## src/sv/fixed_pool_cell_allocator_top_macros.svh

```systemverilog
// assertion macros used by the allocator datapath
`ifndef FIXED_POOL_CELL_ALLOCATOR_TOP_MACROS_SVH
`define FIXED_POOL_CELL_ALLOCATOR_TOP_MACROS_SVH
`ifndef NO_ASSERTIONS
`define FPCA_ASSERT_IMPLIES(label, clk, rst_n, a, b) \
  label: assert property (@(posedge clk) disable iff (!rst_n) (a) |-> (b)) \
    else $error("assertion failed");
`define FPCA_ASSERT_NEXT(label, clk, rst_n, a, b) \
  label: assert property (@(posedge clk) disable iff (!rst_n) (a) |=> (b)) \
    else $error("assertion failed");
`else
`define FPCA_ASSERT_IMPLIES(label, clk, rst_n, a, b)
`define FPCA_ASSERT_NEXT(label, clk, rst_n, a, b)
`endif
`endif

```

## src/sv/fpca_pkg.sv

```systemverilog
// types, constants and helpers of the cell allocator
package fpca_pkg;

  localparam int POOL_CELLS = 16;
  localparam int CELL_W     = (POOL_CELLS > 1) ? $clog2(POOL_CELLS) : 1;
  localparam int LINK_W     = $clog2(POOL_CELLS + 1);
  localparam int IDX_W      = 8;
  localparam int CMP_W      = IDX_W + 1;

  localparam logic [LINK_W-1:0] LINK_NULL = LINK_W'(POOL_CELLS);

  typedef enum logic [1:0] {
    ST_OK       = 2'd0,
    ST_EMPTY    = 2'd1,
    ST_RANGE    = 2'd2,
    ST_NOT_USED = 2'd3
  } status_e;

  localparam logic MODE_ALLOC = 1'b0;
  localparam logic MODE_FREE  = 1'b1;

  typedef struct packed {
    logic             mode;
    logic [IDX_W-1:0] cell_index;
  } req_t;

  typedef struct packed {
    logic [1:0]       status;
    logic [IDX_W-1:0] granted_cell;
  } rsp_t;

  typedef struct packed {
    logic    load_req;
    logic    alloc_link;
    logic    alloc_head;
    logic    free_read;
    logic    free_unlink;
    logic    free_push;
    logic    load_rsp;
    status_e rsp_status;
  } dp_cmd_t;

  typedef struct packed {
    logic mode;
    logic pool_empty;
    logic range_err;
    logic not_used;
    logic out_ready;
  } dp_stat_t;

  function automatic logic is_cell(input logic [LINK_W-1:0] v);
    return v < LINK_W'(POOL_CELLS);
  endfunction

endpackage

```

## src/sv/fixed_pool_cell_allocator_top.sv

```systemverilog
// top level of the fixed pool cell allocator
// Allocates and frees cells of a pool of fpca_pkg::POOL_CELLS entries kept on
// a singly linked free list and a doubly linked in-use list. One request is
// worked at a time: after it is accepted, an allocate passes the states CHECK,
// A_LINK, A_HEAD and RESP, a free CHECK, F_READ, F_UNLINK, F_PUSH and RESP, and
// a rejected request (pool empty, index out of range, cell not in use) CHECK and
// RESP, where the result is loaded; the next request is taken the cycle after.
// Each list update step is one read or write per link store. A result that
// waits in the output register delays the next request only once that request
// is done.
module fixed_pool_cell_allocator_top (
  input  logic           clk_i,
  input  logic           rst_ni,
  input  logic           in_valid_i,
  output logic           in_stall_o,
  input  fpca_pkg::req_t in_data_i,
  output logic           out_valid_o,
  input  logic           out_stall_i,
  output fpca_pkg::rsp_t out_data_o
);

  fpca_pkg::dp_cmd_t  cmd;
  fpca_pkg::dp_stat_t stat;

  fpca_ctrl u_ctrl (
    .clk_i      (clk_i),
    .rst_ni     (rst_ni),
    .in_valid_i (in_valid_i),
    .in_stall_o (in_stall_o),
    .stat_i     (stat),
    .cmd_o      (cmd)
  );

  fpca_datapath u_datapath (
    .clk_i       (clk_i),
    .rst_ni      (rst_ni),
    .in_data_i   (in_data_i),
    .out_stall_i (out_stall_i),
    .cmd_i       (cmd),
    .stat_o      (stat),
    .out_valid_o (out_valid_o),
    .out_data_o  (out_data_o)
  );

endmodule

```

## src/sv/fpca_datapath.sv

```systemverilog
// link stores, list heads and result register of the cell allocator
`include "fixed_pool_cell_allocator_top_macros.svh"
module fpca_datapath (
  input  logic               clk_i,
  input  logic               rst_ni,
  input  fpca_pkg::req_t     in_data_i,
  input  logic               out_stall_i,
  input  fpca_pkg::dp_cmd_t  cmd_i,
  output fpca_pkg::dp_stat_t stat_o,
  output logic               out_valid_o,
  output fpca_pkg::rsp_t     out_data_o
);

  logic [fpca_pkg::LINK_W-1:0] next_link_q [fpca_pkg::POOL_CELLS];
  logic [fpca_pkg::LINK_W-1:0] prev_link_q [fpca_pkg::POOL_CELLS];
  logic [fpca_pkg::POOL_CELLS-1:0] in_use_q;
  logic [fpca_pkg::LINK_W-1:0] free_head_q;
  logic [fpca_pkg::LINK_W-1:0] used_head_q;
  logic                        out_valid_q;

  logic                        mode_q;
  logic [fpca_pkg::IDX_W-1:0]  idx_q;
  logic [fpca_pkg::CELL_W-1:0] cell_q;
  logic [fpca_pkg::LINK_W-1:0] p_q;
  logic [fpca_pkg::LINK_W-1:0] n_q;
  fpca_pkg::rsp_t              out_q;

  logic [fpca_pkg::LINK_W-1:0] cell_link;
  logic                        out_ready;

  assign cell_link = fpca_pkg::LINK_W'(cell_q);
  assign out_ready = !out_valid_q || !out_stall_i;

  always_comb begin
    stat_o.mode       = mode_q;
    stat_o.pool_empty = !fpca_pkg::is_cell(free_head_q);
    stat_o.range_err  = fpca_pkg::CMP_W'(idx_q) >= fpca_pkg::CMP_W'(fpca_pkg::POOL_CELLS);
    stat_o.not_used   = !in_use_q[cell_q];
    stat_o.out_ready  = out_ready;
  end

  // list state, one command at a time
  always_ff @(posedge clk_i or negedge rst_ni) begin
    if (!rst_ni) begin
      for (int i = 0; i < fpca_pkg::POOL_CELLS; i++) begin
        next_link_q[i] <= (i + 1 < fpca_pkg::POOL_CELLS) ? fpca_pkg::LINK_W'(i + 1)
                                                          : fpca_pkg::LINK_NULL;
        prev_link_q[i] <= fpca_pkg::LINK_NULL;
      end
      in_use_q    <= '0;
      free_head_q <= '0;
      used_head_q <= fpca_pkg::LINK_NULL;
      out_valid_q <= 1'b0;
    end else begin
      if (cmd_i.alloc_link) begin
        free_head_q         <= next_link_q[cell_q];
        next_link_q[cell_q] <= used_head_q;
        prev_link_q[cell_q] <= fpca_pkg::LINK_NULL;
        in_use_q[cell_q]    <= 1'b1;
      end
      if (cmd_i.alloc_head) begin
        if (fpca_pkg::is_cell(used_head_q)) begin
          prev_link_q[used_head_q[fpca_pkg::CELL_W-1:0]] <= cell_link;
        end
        used_head_q <= cell_link;
      end
      if (cmd_i.free_unlink) begin
        if (fpca_pkg::is_cell(p_q)) begin
          next_link_q[p_q[fpca_pkg::CELL_W-1:0]] <= n_q;
        end else begin
          used_head_q <= n_q;
        end
        if (fpca_pkg::is_cell(n_q)) begin
          prev_link_q[n_q[fpca_pkg::CELL_W-1:0]] <= p_q;
        end
      end
      if (cmd_i.free_push) begin
        next_link_q[cell_q] <= free_head_q;
        prev_link_q[cell_q] <= fpca_pkg::LINK_NULL;
        free_head_q         <= cell_link;
        in_use_q[cell_q]    <= 1'b0;
      end
      if (cmd_i.load_rsp) begin
        out_valid_q <= 1'b1;
      end else if (!out_stall_i) begin
        out_valid_q <= 1'b0;
      end
    end
  end

  always_ff @(posedge clk_i) begin
    if (cmd_i.load_req) begin
      mode_q <= in_data_i.mode;
      idx_q  <= in_data_i.cell_index;
      cell_q <= (in_data_i.mode == fpca_pkg::MODE_FREE)
                ? fpca_pkg::CELL_W'(in_data_i.cell_index)
                : free_head_q[fpca_pkg::CELL_W-1:0];
    end
    if (cmd_i.free_read) begin
      p_q <= prev_link_q[cell_q];
      n_q <= next_link_q[cell_q];
    end
    if (cmd_i.load_rsp) begin
      out_q.status       <= cmd_i.rsp_status;
      out_q.granted_cell <= (cmd_i.rsp_status == fpca_pkg::ST_OK &&
                             mode_q == fpca_pkg::MODE_ALLOC)
                            ? fpca_pkg::IDX_W'(cell_q) : '0;
    end
  end

  assign out_valid_o = out_valid_q;
  assign out_data_o  = out_q;

  // a cell sits on exactly one list
  `FPCA_ASSERT_IMPLIES(a_heads_disjoint, clk_i, rst_ni,
    fpca_pkg::is_cell(free_head_q) && fpca_pkg::is_cell(used_head_q),
    free_head_q != used_head_q)
  `FPCA_ASSERT_IMPLIES(a_free_head_idle, clk_i, rst_ni, fpca_pkg::is_cell(free_head_q),
    !in_use_q[free_head_q[fpca_pkg::CELL_W-1:0]])
  `FPCA_ASSERT_IMPLIES(a_used_head_busy, clk_i, rst_ni, fpca_pkg::is_cell(used_head_q),
    in_use_q[used_head_q[fpca_pkg::CELL_W-1:0]])
  `FPCA_ASSERT_IMPLIES(a_grant_only_ok, clk_i, rst_ni,
    out_valid_q && out_q.granted_cell != '0, out_q.status == fpca_pkg::ST_OK)
  `FPCA_ASSERT_NEXT(a_alloc_marks_cell, clk_i, rst_ni, cmd_i.alloc_link,
    in_use_q[cell_q])

endmodule

```

## src/sv/fpca_ctrl.sv

```systemverilog
// request sequencer of the cell allocator
module fpca_ctrl (
  input  logic               clk_i,
  input  logic               rst_ni,
  input  logic               in_valid_i,
  output logic               in_stall_o,
  input  fpca_pkg::dp_stat_t stat_i,
  output fpca_pkg::dp_cmd_t  cmd_o
);

  typedef enum logic [7:0] {
    S_IDLE     = 8'b0000_0001,
    S_CHECK    = 8'b0000_0010,
    S_A_LINK   = 8'b0000_0100,
    S_A_HEAD   = 8'b0000_1000,
    S_F_READ   = 8'b0001_0000,
    S_F_UNLINK = 8'b0010_0000,
    S_F_PUSH   = 8'b0100_0000,
    S_RESP     = 8'b1000_0000
  } state_e;

  state_e            state_q, state_d;
  fpca_pkg::status_e status_q, status_d;

  always_comb begin
    state_d    = state_q;
    status_d   = status_q;
    in_stall_o = 1'b1;
    cmd_o      = '0;
    cmd_o.rsp_status = status_q;
    unique case (state_q)
      S_IDLE: begin
        in_stall_o = 1'b0;
        if (in_valid_i) begin
          cmd_o.load_req = 1'b1;
          state_d        = S_CHECK;
        end
      end
      S_CHECK: begin
        status_d = fpca_pkg::ST_OK;
        if (stat_i.mode == fpca_pkg::MODE_ALLOC) begin
          if (stat_i.pool_empty) begin
            status_d = fpca_pkg::ST_EMPTY;
            state_d  = S_RESP;
          end else begin
            state_d = S_A_LINK;
          end
        end else begin
          priority if (stat_i.range_err) begin
            status_d = fpca_pkg::ST_RANGE;
            state_d  = S_RESP;
          end else if (stat_i.not_used) begin
            status_d = fpca_pkg::ST_NOT_USED;
            state_d  = S_RESP;
          end else begin
            state_d = S_F_READ;
          end
        end
      end
      S_A_LINK: begin
        cmd_o.alloc_link = 1'b1;
        state_d          = S_A_HEAD;
      end
      S_A_HEAD: begin
        cmd_o.alloc_head = 1'b1;
        state_d          = S_RESP;
      end
      S_F_READ: begin
        cmd_o.free_read = 1'b1;
        state_d         = S_F_UNLINK;
      end
      S_F_UNLINK: begin
        cmd_o.free_unlink = 1'b1;
        state_d           = S_F_PUSH;
      end
      S_F_PUSH: begin
        cmd_o.free_push = 1'b1;
        state_d         = S_RESP;
      end
      S_RESP: begin
        // hold until the output register can take the item
        if (stat_i.out_ready) begin
          cmd_o.load_rsp = 1'b1;
          state_d        = S_IDLE;
        end
      end
      default: begin
        state_d = S_IDLE;
      end
    endcase
  end

  always_ff @(posedge clk_i or negedge rst_ni) begin
    if (!rst_ni) begin
      state_q  <= S_IDLE;
      status_q <= fpca_pkg::ST_OK;
    end else begin
      state_q  <= state_d;
      status_q <= status_d;
    end
  end

endmodule

```

## config.mk

```make
export PLATFORM = sky130hd
export DESIGN_NAME = fixed_pool_cell_allocator_top
export DESIGN_NICKNAME = d
export VERILOG_FILES = /design/src/sv/fpca_pkg.sv /design/src/sv/fixed_pool_cell_allocator_top.sv /design/src/sv/fpca_datapath.sv /design/src/sv/fpca_ctrl.sv
export VERILOG_INCLUDE_DIRS = /design/src /design/src/sv
export SDC_FILE = /design/constraint.sdc
export NUM_CORES = 1
export LEC_CHECK = 0
export ABC_AREA = 1
export BUFFER_PORTS_ARGS = -buffer_cell sky130_fd_sc_hd__buf_2
export CAP_MARGIN = 15
export CELL_PAD_IN_SITES_DETAIL_PLACEMENT = 0
export CELL_PAD_IN_SITES_GLOBAL_PLACEMENT = 2
export CORE_UTILIZATION = 37
export DETAILED_ROUTE_END_ITERATION = 7
export GPL_TIMING_DRIVEN = 0
export PLACE_DENSITY_LB_ADDON = 0.1
export SYNTH_ARGS = -nofsm -noshare
export SYNTH_HDL_FRONTEND = slang
export SYNTH_HIERARCHICAL = 1
export SYNTH_SLANG_ARGS = --single-unit
```

## constraint.sdc

```tcl
create_clock -name clk_i -period 2.7 [get_ports clk_i]
set_input_delay 0.54 -clock clk_i [delete_from_list [all_inputs] [get_ports clk_i]]
set_output_delay 0.54 -clock clk_i [all_outputs]
set_load 0.02 [all_outputs]
```

* Yosys cells after proc, flatten, opt, wreduce, memory -nomap -nowiden
Index checks and enable logic that the tools add are counted.
** Word-level totals
- Bits in registers :: 230
- Bits in read-only memories :: 0
- Word-level logic and storage cells :: 162
- Output and inout port bits :: 12
- Latch bits :: 0
- RAM bits :: 0
- Memories :: 0
** Cells by class
- Reduce and logical (&&, ||, !) cells :: 13
- Multiply operators :: 0
- Add/sub/neg operators :: 0
- Shift operators :: 0
- Magnitude comparators :: 15
- Equality and inequality tests :: 11
- Div/mod/pow operators :: 0
- Bitwise logic cells :: 13
- Muxes and demuxes :: 64
** Operators by type and width (number)
- 80-bit two-way mux :: 10
- 80-bit bitwise mux :: 5
- 64-bit bitwise AND :: 2
- 5-bit demux with 4-bit select :: 4
- 5-bit two-way mux :: 13
- 64-bit inverter :: 1
- 8-bit one-hot mux with 7 select lines :: 1
- 8-bit two-way mux :: 6
- 16-bit OR :: 3
- 5-bit binary-select mux with 4-bit select :: 2
- 16-bit two-way mux :: 2
- 5-bit >= comparator, second input constant :: 4
- 5-bit by 1-bit less-than comparator with 1-bit output, second input constant :: 4
- 5-bit less-than comparator, second input constant :: 4
- 4-bit inverter with 5-bit output :: 4
- 16-bit bitwise AND :: 1
- 16-bit inverter :: 1
- 1-bit two-way mux :: 15
- 8-bit by 1-bit == test with 1-bit output, second input constant :: 1
- 8-bit by 2-bit == test with 1-bit output, second input constant :: 1
- 8-bit by 3-bit == test with 1-bit output, second input constant :: 1
- 8-bit by 4-bit == test with 1-bit output, second input constant :: 1
- 8-bit by 5-bit == test with 1-bit output, second input constant :: 1
- 8-bit by 6-bit == test with 1-bit output, second input constant :: 1
- 19 further kinds :: 28

* Longest topological paths before layout
Gate-level depths: netlist (run 1).
- Depth after elaboration :: 16
- Mapped depth :: 13
- Mapped depth without buffers :: 13

* Cells and area by module
The synthesis (run 1) kept the hierarchy.
** By module, submodules not included
- fpca_datapath :: cells each 1746, instances 1, area an instance 12505.7 um^2
- fpca_ctrl :: cells each 90, instances 1, area an instance 648.1 um^2

* Worst setup path before layout (run 1)
Ideal clock, no wire load.
- Path kind :: register -> register
- Start point :: register u_ctrl.state_q[4]
- End point :: register u_datapath/next_link_q[6] (netlist bit)
- Path slack :: 703 ps
- Cell stages (with the launch flop) :: 13
- Path buffers :: 3
- Library setup time :: 82 ps
- Arrival time :: 1915 ps
- Cells stage by stage :: dfrtp_1 > nor2_2 > nand2_1 > inv_2 > nand2_2 > inv_1 > buf_2 > clkbuf_1 > nand3_1 > clkbuf_1 > o21ai_0 > nand2_1 > a22oi_1
** RTL lines
- from (decl) :: RTL line fpca_ctrl.sv:22 : state_e state_q, state_d;
- from (signal assigned) :: RTL line fpca_ctrl.sv:98 : state_q <= state_d;
- to (signal, indexed assignment) :: RTL line fpca_datapath.sv:46 : next_link_q[i] <= (i + 1 < fpca_pkg::POOL_CELLS) ? fpca_pkg::LINK_W'(i + 1)
- to (signal, indexed assignment) :: RTL line fpca_datapath.sv:57 : next_link_q[cell_q] <= used_head_q;
- to (signal, indexed assignment) :: RTL line fpca_datapath.sv:69 : next_link_q[p_q[fpca_pkg::CELL_W-1:0]] <= n_q;
- to (decl) :: RTL line fpca_datapath.sv:14 : logic [fpca_pkg::LINK_W-1:0] next_link_q [fpca_pkg::POOL_CELLS];

* Worst setup path in the final report (run 1)
- Start point :: register u_datapath/used_head_q[0] (netlist bit)
- End point :: register u_datapath/prev_link_q[12] (netlist bit)
** On the way
- Word-level cells in the longest chain between the ends :: 13
- Elaborated cells on any way between the ends :: 15
- Those cells by class :: order compare (3); mux (9); bitwise (2); reduce/logical (1)
** Ends and longest elaborated chain
- from (decl) :: RTL line fpca_datapath.sv:18 : logic [fpca_pkg::LINK_W-1:0] used_head_q;
- from (signal assigned) :: RTL line fpca_datapath.sv:52 : used_head_q <= fpca_pkg::LINK_NULL;
- from (signal assigned) :: RTL line fpca_datapath.sv:65 : used_head_q <= cell_link;
- from (signal assigned) :: RTL line fpca_datapath.sv:71 : used_head_q <= n_q;
- 4-bit inverter with 5-bit output (not written as such) :: RTL line fpca_datapath.sv:63 : prev_link_q[used_head_q[fpca_pkg::CELL_W-1:0]] <= cell_link;
- 5-bit >= comparator (not written as such) / 5-bit by 1-bit less-than comparator with 1-bit output (equally long branches) :: RTL line fpca_datapath.sv:63
- 1-bit logical AND (not written as such) :: RTL line fpca_datapath.sv:63
- 5-bit two-way mux (not written as such) :: RTL line fpca_datapath.sv:63
- 5-bit demux with 4-bit select :: RTL line fpca_datapath.sv:63
- 80-bit bitwise mux :: RTL line fpca_datapath.sv:63
- 80-bit two-way mux (*) :: RTL line fpca_datapath.sv:62 : if (fpca_pkg::is_cell(used_head_q)) begin
- 80-bit two-way mux (*) :: RTL line fpca_datapath.sv:61 : if (cmd_i.alloc_head) begin
- 80-bit bitwise mux :: RTL line fpca_datapath.sv:74 : prev_link_q[n_q[fpca_pkg::CELL_W-1:0]] <= p_q;
- 80-bit two-way mux :: RTL line fpca_datapath.sv:73 : if (fpca_pkg::is_cell(n_q)) begin
- 80-bit two-way mux (*) :: RTL line fpca_datapath.sv:67 : if (cmd_i.free_unlink) begin
- 64-bit bitwise AND (no line)
- 80-bit two-way mux (*) :: RTL line fpca_datapath.sv:77 : if (cmd_i.free_push) begin
- to (signal, indexed assignment) :: RTL line fpca_datapath.sv:63
- to (signal, indexed assignment) :: RTL line fpca_datapath.sv:74
- to (signal, indexed assignment) :: RTL line fpca_datapath.sv:79 : prev_link_q[cell_q] <= fpca_pkg::LINK_NULL;
- to (decl) :: RTL line fpca_datapath.sv:15 : logic [fpca_pkg::LINK_W-1:0] prev_link_q [fpca_pkg::POOL_CELLS];
Every way passes the cells marked *; elsewhere a longest branch is shown, timed or not.
A chain may end at the register's enable or synchronous reset.

==> metrics.yaml, run 1 <==
die:
  dieArea_sq_um: 36310
  ioPinCount: 25
  dieHeight_microns: 190.6
  fp.dieW_microns: 190.6
  placementRows: 68
  initial_core_util_pct: 37.80
  core_area_sq_um: 34800
clocking:
  tritoncts: "built"
  cts.path.max_buffers: 3
  ctsHtreeMaxLevel: 1
  cts_made_buffers: 28
  clkSinkCount: 222
  clk_pin_slew_worst_paths_ps: 60
  clk_latency_ps: 570
  cts.root.buffer_cell: "sky130_fd_sc_hd__clkbuf_16"
worst_setup_path:
  endpoint_kind: "register"
  timing.critical_path.slowest_cell_delay_ps: 810
  worstPathBufferInverterCount: 2
  crit_fanout: 10
  critical-path-top-delay-family: "simple AND/OR/NAND/NOR gates"
  slowest_stage: "sky130_fd_sc_hd__nor2_1"
  timing_worst_setup_path_type: "reg2reg"
  worst_setup_path_start_kind: "register"
  timing.critical_path.required_ps: 3180
  crit_chain: "clkinv_1, nor2_1, nand2_1, o21ai_0, inv_1, a21oi_1"
  arrival_ps: 3100
timing:
  fin_setup_tns_ps: 0
  post-route-period-util_pct: 96.73
  final.setup.worst_slack_ps: 88.29
  timing.max_slew.rel_slack_pct: 21.43
  final.hold.worst_slack_ps: 48.26
  setup-violations-final: 0
  post-route-min-period_ps: 2612
  worst_pin_slew_ps: 1179
  final-max-slew-violation-count: 0
  hold_violations: 0
  upper_clock_frequency_limit_ghz: 0.3829
  rsz_0062_raised_after_global_routing: "yes"
  timing.clock.skew_ps: 13.62
logic_synthesis:
  synth.mux.area_fraction_pct: 0
  post-synth-top-area-fraction_pct: 27.78
  post_synth_main_area_contributors: "sky130_fd_sc_hd__dfrtp_1, sky130_fd_sc_hd__nand2_1, sky130_fd_sc_hd__dfstp_2"
  synthXorXnorAreaFrac_pct: 0
  yosysTopAreaCell: "sky130_fd_sc_hd__dfrtp_1"
  synth_compound_gate_area_share_pct: 21.10
  synth_warnings: 6
  synth.cell_area_sq_um: 13150
  netlist-cell-type-count: 37
  ys_async_sr_fraction_pct: 88.74
  synth_top_family_by_area: "simple AND/OR/NAND/NOR gates"
  synthesis.instances: 1836
  synthSimpleGateAreaFrac_pct: 28.18
  avgSynthCellArea_sq_um: 7.164
  synth_sequential_area_ratio_pct: 43.67
  ffs_latches_synth: 222
  synthAdderAreaFrac_pct: 0
  ys_flop_type: "sky130_fd_sc_hd__dfrtp_1"
  synth_enable_flop_cells: 25
global_routing:
  grt_max_degree: 109
  antenna_found_initial: 1
  first_global_vias: 13192
  gr-total-overflow: 0
  track_usage_pct: 33.98
  grt_pass1_wl_microns: 89150
hold_path:
  hold_path.class: "in2async"
placed_design:
  gp_congestion: 0.9438
  io_buffer_count: 20
  post_placement_cell_count: 2315
  place.detailed.hpwl_microns: 42620
  placed_cell_area_sq_um: 13870
  pre_cts_slack_ps: -824.5
cells_and_area:
  layout.cells.most_common_list: "sky130_fd_sc_hd__nand2_1, sky130_fd_sc_hd__o21ai_0, sky130_fd_sc_hd__dfrtp_1"
  finish.cell_count_without_fillers: 2372
  share_of_cells_above_drive_strength_1_pct: 11.96
  n_fill_cell: 3705
  layout.core_utilization_pct: 43.07
  area_growth_syn_to_layout_pct: 13.95
  stdcell_area_sq_um: 14990
  leading_cell_type_in_the_layout_fill_and_taps_excluded: "sky130_fd_sc_hd__nand2_1"
  final_net_count: 1906
detailed_routing:
  detail_route.vias_per_cell: 5.825
  antenna_violating_nets_post_route: 0
  drtPass1Iterations: 5
  drt_iter0_drc: 1380
  wl_microns: 61040
  routed_wire_length_per_instance_microns: 25.73
  vias: 13816
  route.detailed.drc: 0
power_and_ir_drop:
  cellPowerDensity_nw_per_um2: 679.9
  power.leakage_nw: 6.897
  vdd_drop_max_v: 0.0004704
  report.power.total_mw: 10.19
status:
  run_status: "complete, no violations"
job:
  max_cap_violations: 0
==> cell families after synthesis <==
family,after synthesis
AO/OA/AOI/OAI,482
buffers and inverters,230
flip-flops,222
AND/OR/NAND/NOR,901
other,1
==> flip-flops by register name (all words and copies together) (netlist names) <==
register,cells
u_ctrl/state_q,8
u_ctrl/status_q,2
u_datapath/cell_q,4
u_datapath/free_head_q,5
u_datapath/idx_q,4
u_datapath/in_use_q,16
u_datapath/mode_q,1
u_datapath/n_q,5
u_datapath/next_link_q,80
u_datapath/out_data_o,6
u_datapath/out_valid_o,1
u_datapath/p_q,5
u_datapath/prev_link_q,80
u_datapath/used_head_q,5
==> synth_stat cells, types with 16 or more instances <==
cell type and n:
sky130_fd_sc_hd__a21oi_1 120, sky130_fd_sc_hd__a22oi_1 53, sky130_fd_sc_hd__a31oi_1 26, sky130_fd_sc_hd__buf_2 27, sky130_fd_sc_hd__clkbuf_1 56, sky130_fd_sc_hd__dfrtp_1 146, sky130_fd_sc_hd__dfstp_2 51, sky130_fd_sc_hd__edfxtp_1 25
sky130_fd_sc_hd__inv_1 114, sky130_fd_sc_hd__nand2_1 632, sky130_fd_sc_hd__nand3_1 117, sky130_fd_sc_hd__nor2_1 102, sky130_fd_sc_hd__nor2_2 16, sky130_fd_sc_hd__o211ai_1 57, sky130_fd_sc_hd__o21ai_0 195
==> area by class of cell <==
cell class	count	area [sq um]	share of cell area, %
Multi-Input combinational cell	1387	6624	44.19
Inverter	132	509.2	3.397
Buffer	96	452.9	3.022
Antenna cell	2	5.005	0.03339
Clock buffer	50	874.6	5.835
Timing Repair Buffer	26	175.2	1.169
Clock inverter	2	35.03	0.2337
Tap cell	455	569.3	3.798
Sequential cell	222	5744	38.32
==> final timing paths <==
check                                          start                    endpoint  slack [ps]  cells past startpoint
max                        u_datapath/used_head_q[0]  u_datapath/prev_link_q[12]          90                      6
min                                           rst_ni      u_datapath/out_valid_o          50                      1
max reg2reg                u_datapath/used_head_q[0]  u_datapath/prev_link_q[12]          90                      6
min reg2reg                       u_ctrl/status_q[0]    u_datapath/out_data_o[8]         470                      0
max in group asynchronous                     rst_ni  u_datapath/prev_link_q[64]        1590                      2
min in group clk_i                      in_data_i[5]         u_datapath/idx_q[5]         150                      1
==> power breakdown <==
part	internal [mW]	total [mW]	switching [mW]
Sequential	3.77	3.97	0.196
Clock	2.26	3.81	1.55
Combinational	0.533	2.42	1.88
==> metal layers <==
layer | part of all wire [%] | track usage, % | vias to the layer above | wire, microns
met3 | 7.9 | 4.729 | 116 | 4796
met2 | 45 | 53.27 | 669 | 27590
met5 | 0 | 0 | - | 0
met1 | 44 | 47.26 | 6748 | 26600
li1 | - | - | 6283 | -
met4 | 3.4 | 13.05 | 0 | 2057
==> timing repair <==
item | CTS | global route
setup endpoints to repair | 138 | 114
resized for setup | 24 | 46
buffers inserted | 3 | 2
hold buffers | 0 | 0
pin swaps | 0 | 2
Note: power is estimated with default switching activity, not from simulation.
==> run 2, diff against run 1 <==
Settings changed: CORE_ASPECT_RATIO set to 0.9.
==> run 2 against run 1 <==
  * Die area about the same
  * Largest cell class unchanged
  * Largest power group unchanged
  * Critical path type unchanged
  * Critical endpoint is now u_datapath/next_link_q[55]
  * Utilization is 0.25 points lower
  * The run now ends with setup timing left
  * Critical path depth rose by 7
  * Setup slack worse by 160 ps
  * Worst hold slack improved by 100 ps
==> metrics.yaml, run 2 (synthesized netlist as in run 1, its figures left out) <==
timing:
  post-route-period-util_pct: 102.7
  timing.clock.skew_ps: 12.20
  post-route-min-period_ps: 2773
  final.setup.worst_slack_ps: -72.57
  rsz_0062_raised_after_global_routing: "yes"
  worst_pin_slew_ps: 1191
  hold_violations: 0
  setup-violations-final: 6
  upper_clock_frequency_limit_ghz: 0.3607
  final.hold.worst_slack_ps: 149.6
  final-max-slew-violation-count: 0
  timing.max_slew.rel_slack_pct: 20.62
cells_and_area:
  reg_top3: "u_datapath/next_link_q: 80 flops, u_datapath/prev_link_q: 80 flops, u_datapath/in_use_q: 16 flops"
  leading_cell_type_in_the_layout_fill_and_taps_excluded: "sky130_fd_sc_hd__nand2_1"
  layout.cells.most_common_list: "sky130_fd_sc_hd__nand2_1, sky130_fd_sc_hd__o21ai_0, sky130_fd_sc_hd__dfrtp_1"
  final_net_count: 1908
  finish.cell_count_without_fillers: 2386
  n_fill_cell: 3763
  area_growth_syn_to_layout_pct: 14.11
  diodes: 0
  layout.core_utilization_pct: 42.82
  share_of_cells_above_drive_strength_1_pct: 12.57
hold_path:
  hold_path.class: "in2reg"
  hold_path.startpoint: "in_data_i[6]"
worst_setup_path:
  timing.critical_path.slowest_cell_delay_ps: 480
  arrival_ps: 3260
  timing.critical_path.required_ps: 3180
  crit_fanout: 6
  timing_worst_setup_path_type: "reg2reg"
  worstPathBufferInverterCount: 4
  crit_chain: "inv_2, nand2_4, nor2_8, nand2_2, inv_1, nand2_1, inv_1, nand2_1, nor2_1, inv_1, o211ai_1, nand2_1, o21ai_0"
  worst_setup_path_startpoint: "u_ctrl/state_q[3]"
  endpoint_kind: "register"
  critical-path-top-delay-family: "simple AND/OR/NAND/NOR gates"
  worstReg2RegStart: "u_ctrl/state_q[3]"
  worst_setup_path_start_kind: "register"
  slowest_stage: "sky130_fd_sc_hd__nor2_1"
global_routing:
  grt_max_degree: 82
  antenna_found_initial: 1
  track_usage_pct: 33.88
  first_global_vias: 13143
  gr-total-overflow: 0
  grt_pass1_wl_microns: 90360
detailed_routing:
  vias: 13952
  detail_route.vias_per_cell: 5.847
  drt_iter0_drc: 1779
  route.detailed.drc: 0
  drtPass1Iterations: 7
  wl_microns: 61390
  antenna_violating_nets_post_route: 0
  routed_wire_length_per_instance_microns: 25.73
placed_design:
  io_buffer_count: 20
  post_placement_cell_count: 2330
  place.detailed.hpwl_microns: 43100
  gp_congestion: 0.9469
clocking:
  ctsHtreeMaxLevel: 1
  clkSinkCount: 222
  cts.root.buffer_cell: "sky130_fd_sc_hd__clkbuf_16"
  cts.path.max_buffers: 3
  cts_made_buffers: 28
  clk_latency_ps: 570
  tritoncts: "built"
  clk_pin_slew_worst_paths_ps: 60
power_and_ir_drop:
  cellPowerDensity_nw_per_um2: 672.4
  power.leakage_nw: 6.921
  vdd_drop_max_v: 0.0004627
die:
  dieHeight_microns: 180.9
  dieArea_sq_um: 36310
  core_area_sq_um: 35050
  placementRows: 65
  initial_core_util_pct: 37.53
  ioPinCount: 25
  fp.dieW_microns: 200.8
status:
  violations: "setup timing"
  run_status: "finished, violations left"
job:
  max_cap_violations: 0
## run 2: cell types whose count changed in the layout (fill, tap and decap cells not counted), moves of 2 or more
cell	before	now
sky130_fd_sc_hd__clkinv_2	1	10
sky130_fd_sc_hd__clkbuf_1	59	52
sky130_fd_sc_hd__nor2_2	23	30
sky130_fd_sc_hd__nor2_1	87	82
sky130_fd_sc_hd__clkbuf_4	5	2
sky130_fd_sc_hd__clkbuf_8	7	4
sky130_fd_sc_hd__buf_2	44	46
sky130_fd_sc_hd__diode_2	2	0
sky130_fd_sc_hd__nor2_4	9	7
sky130_fd_sc_hd__o21ai_0	193	195
sky130_fd_sc_hd__o21ai_1	6	4
## run 2: routing by layer
| metal | global-route usage, % | vias to the layer above | wire length [microns] |
|---|---|---|---|
| li1 | - | 6285 | - |
| met1 | 49.88 | 6849 | 27950 |
| met2 | 50.82 | 677 | 26200 |
| met3 | 4.816 | 139 | 4932 |
| met4 | 11.08 | 2 | 2296 |
| met5 | 0 | - | 12 |
## run 2: worst register-to-register path: cells and delay by family (launching register included)
family          cells  cell delay (ps)
simple gates        7             1350
buf+inv             4              720
compound gates      2              210
flops               1              410
## run 2: worst paths after layout
path                       slack, ps  depth (start not counted)                          to
min in group asynchronous        490                          2           u_ctrl/state_q[5]
hold / removal                   150                          1         u_datapath/idx_q[6]
setup / recovery                 -70                         13  u_datapath/next_link_q[55]
hold reg to reg                  470                          0    u_datapath/out_data_o[9]
setup reg to reg                 -70                         13  u_datapath/next_link_q[55]
max in group asynchronous       1380                          3  u_datapath/prev_link_q[49]
## run 2: where the power goes
group / internal (mW) / switching, mW / total, mW
Sequential: 3.77 / 0.198 / 3.97
Combinational: 0.534 / 1.87 / 2.41
Clock: 2.11 / 1.60 / 3.71
## run 2: what timing repair did
action                                  CTS  global route
setup buffers                             3             1
endpoints found under the setup margin  128            99
resized for setup                        25            38
pin swaps                                 0             0
hold buffers                              1             0
endpoints found under the hold margin    35             0
## run 2: final cells by class
class                           count  area [sq um]  share of cell area (%)
Timing Repair Buffer               27         205.2                   1.367
Multi-Input combinational cell   1387          6634                   44.20
Buffer                             97         450.4                   3.001
Sequential cell                   222          5744                   38.27
Clock inverter                     14         107.6                  0.7169
Inverter                          132         503.0                   3.351
Clock buffer                       38         778.2                   5.185
Tap cell                          469         586.8                   3.910
## run 2: metrics by stage
stage	total power, mW	worst slack, ps	cell area (sq um)	TNS (ps)
floorplan	5.238	702.6	13170	0
global placement	6.276	-2793	13850	-495120
detailed placement	6.294	-762.0	13920	-20970
CTS	10.06	-4.119	14890	-4.119
global route	10.44	-166.7	15010	-2217
finish	10.09	-72.57	15010	-344.6
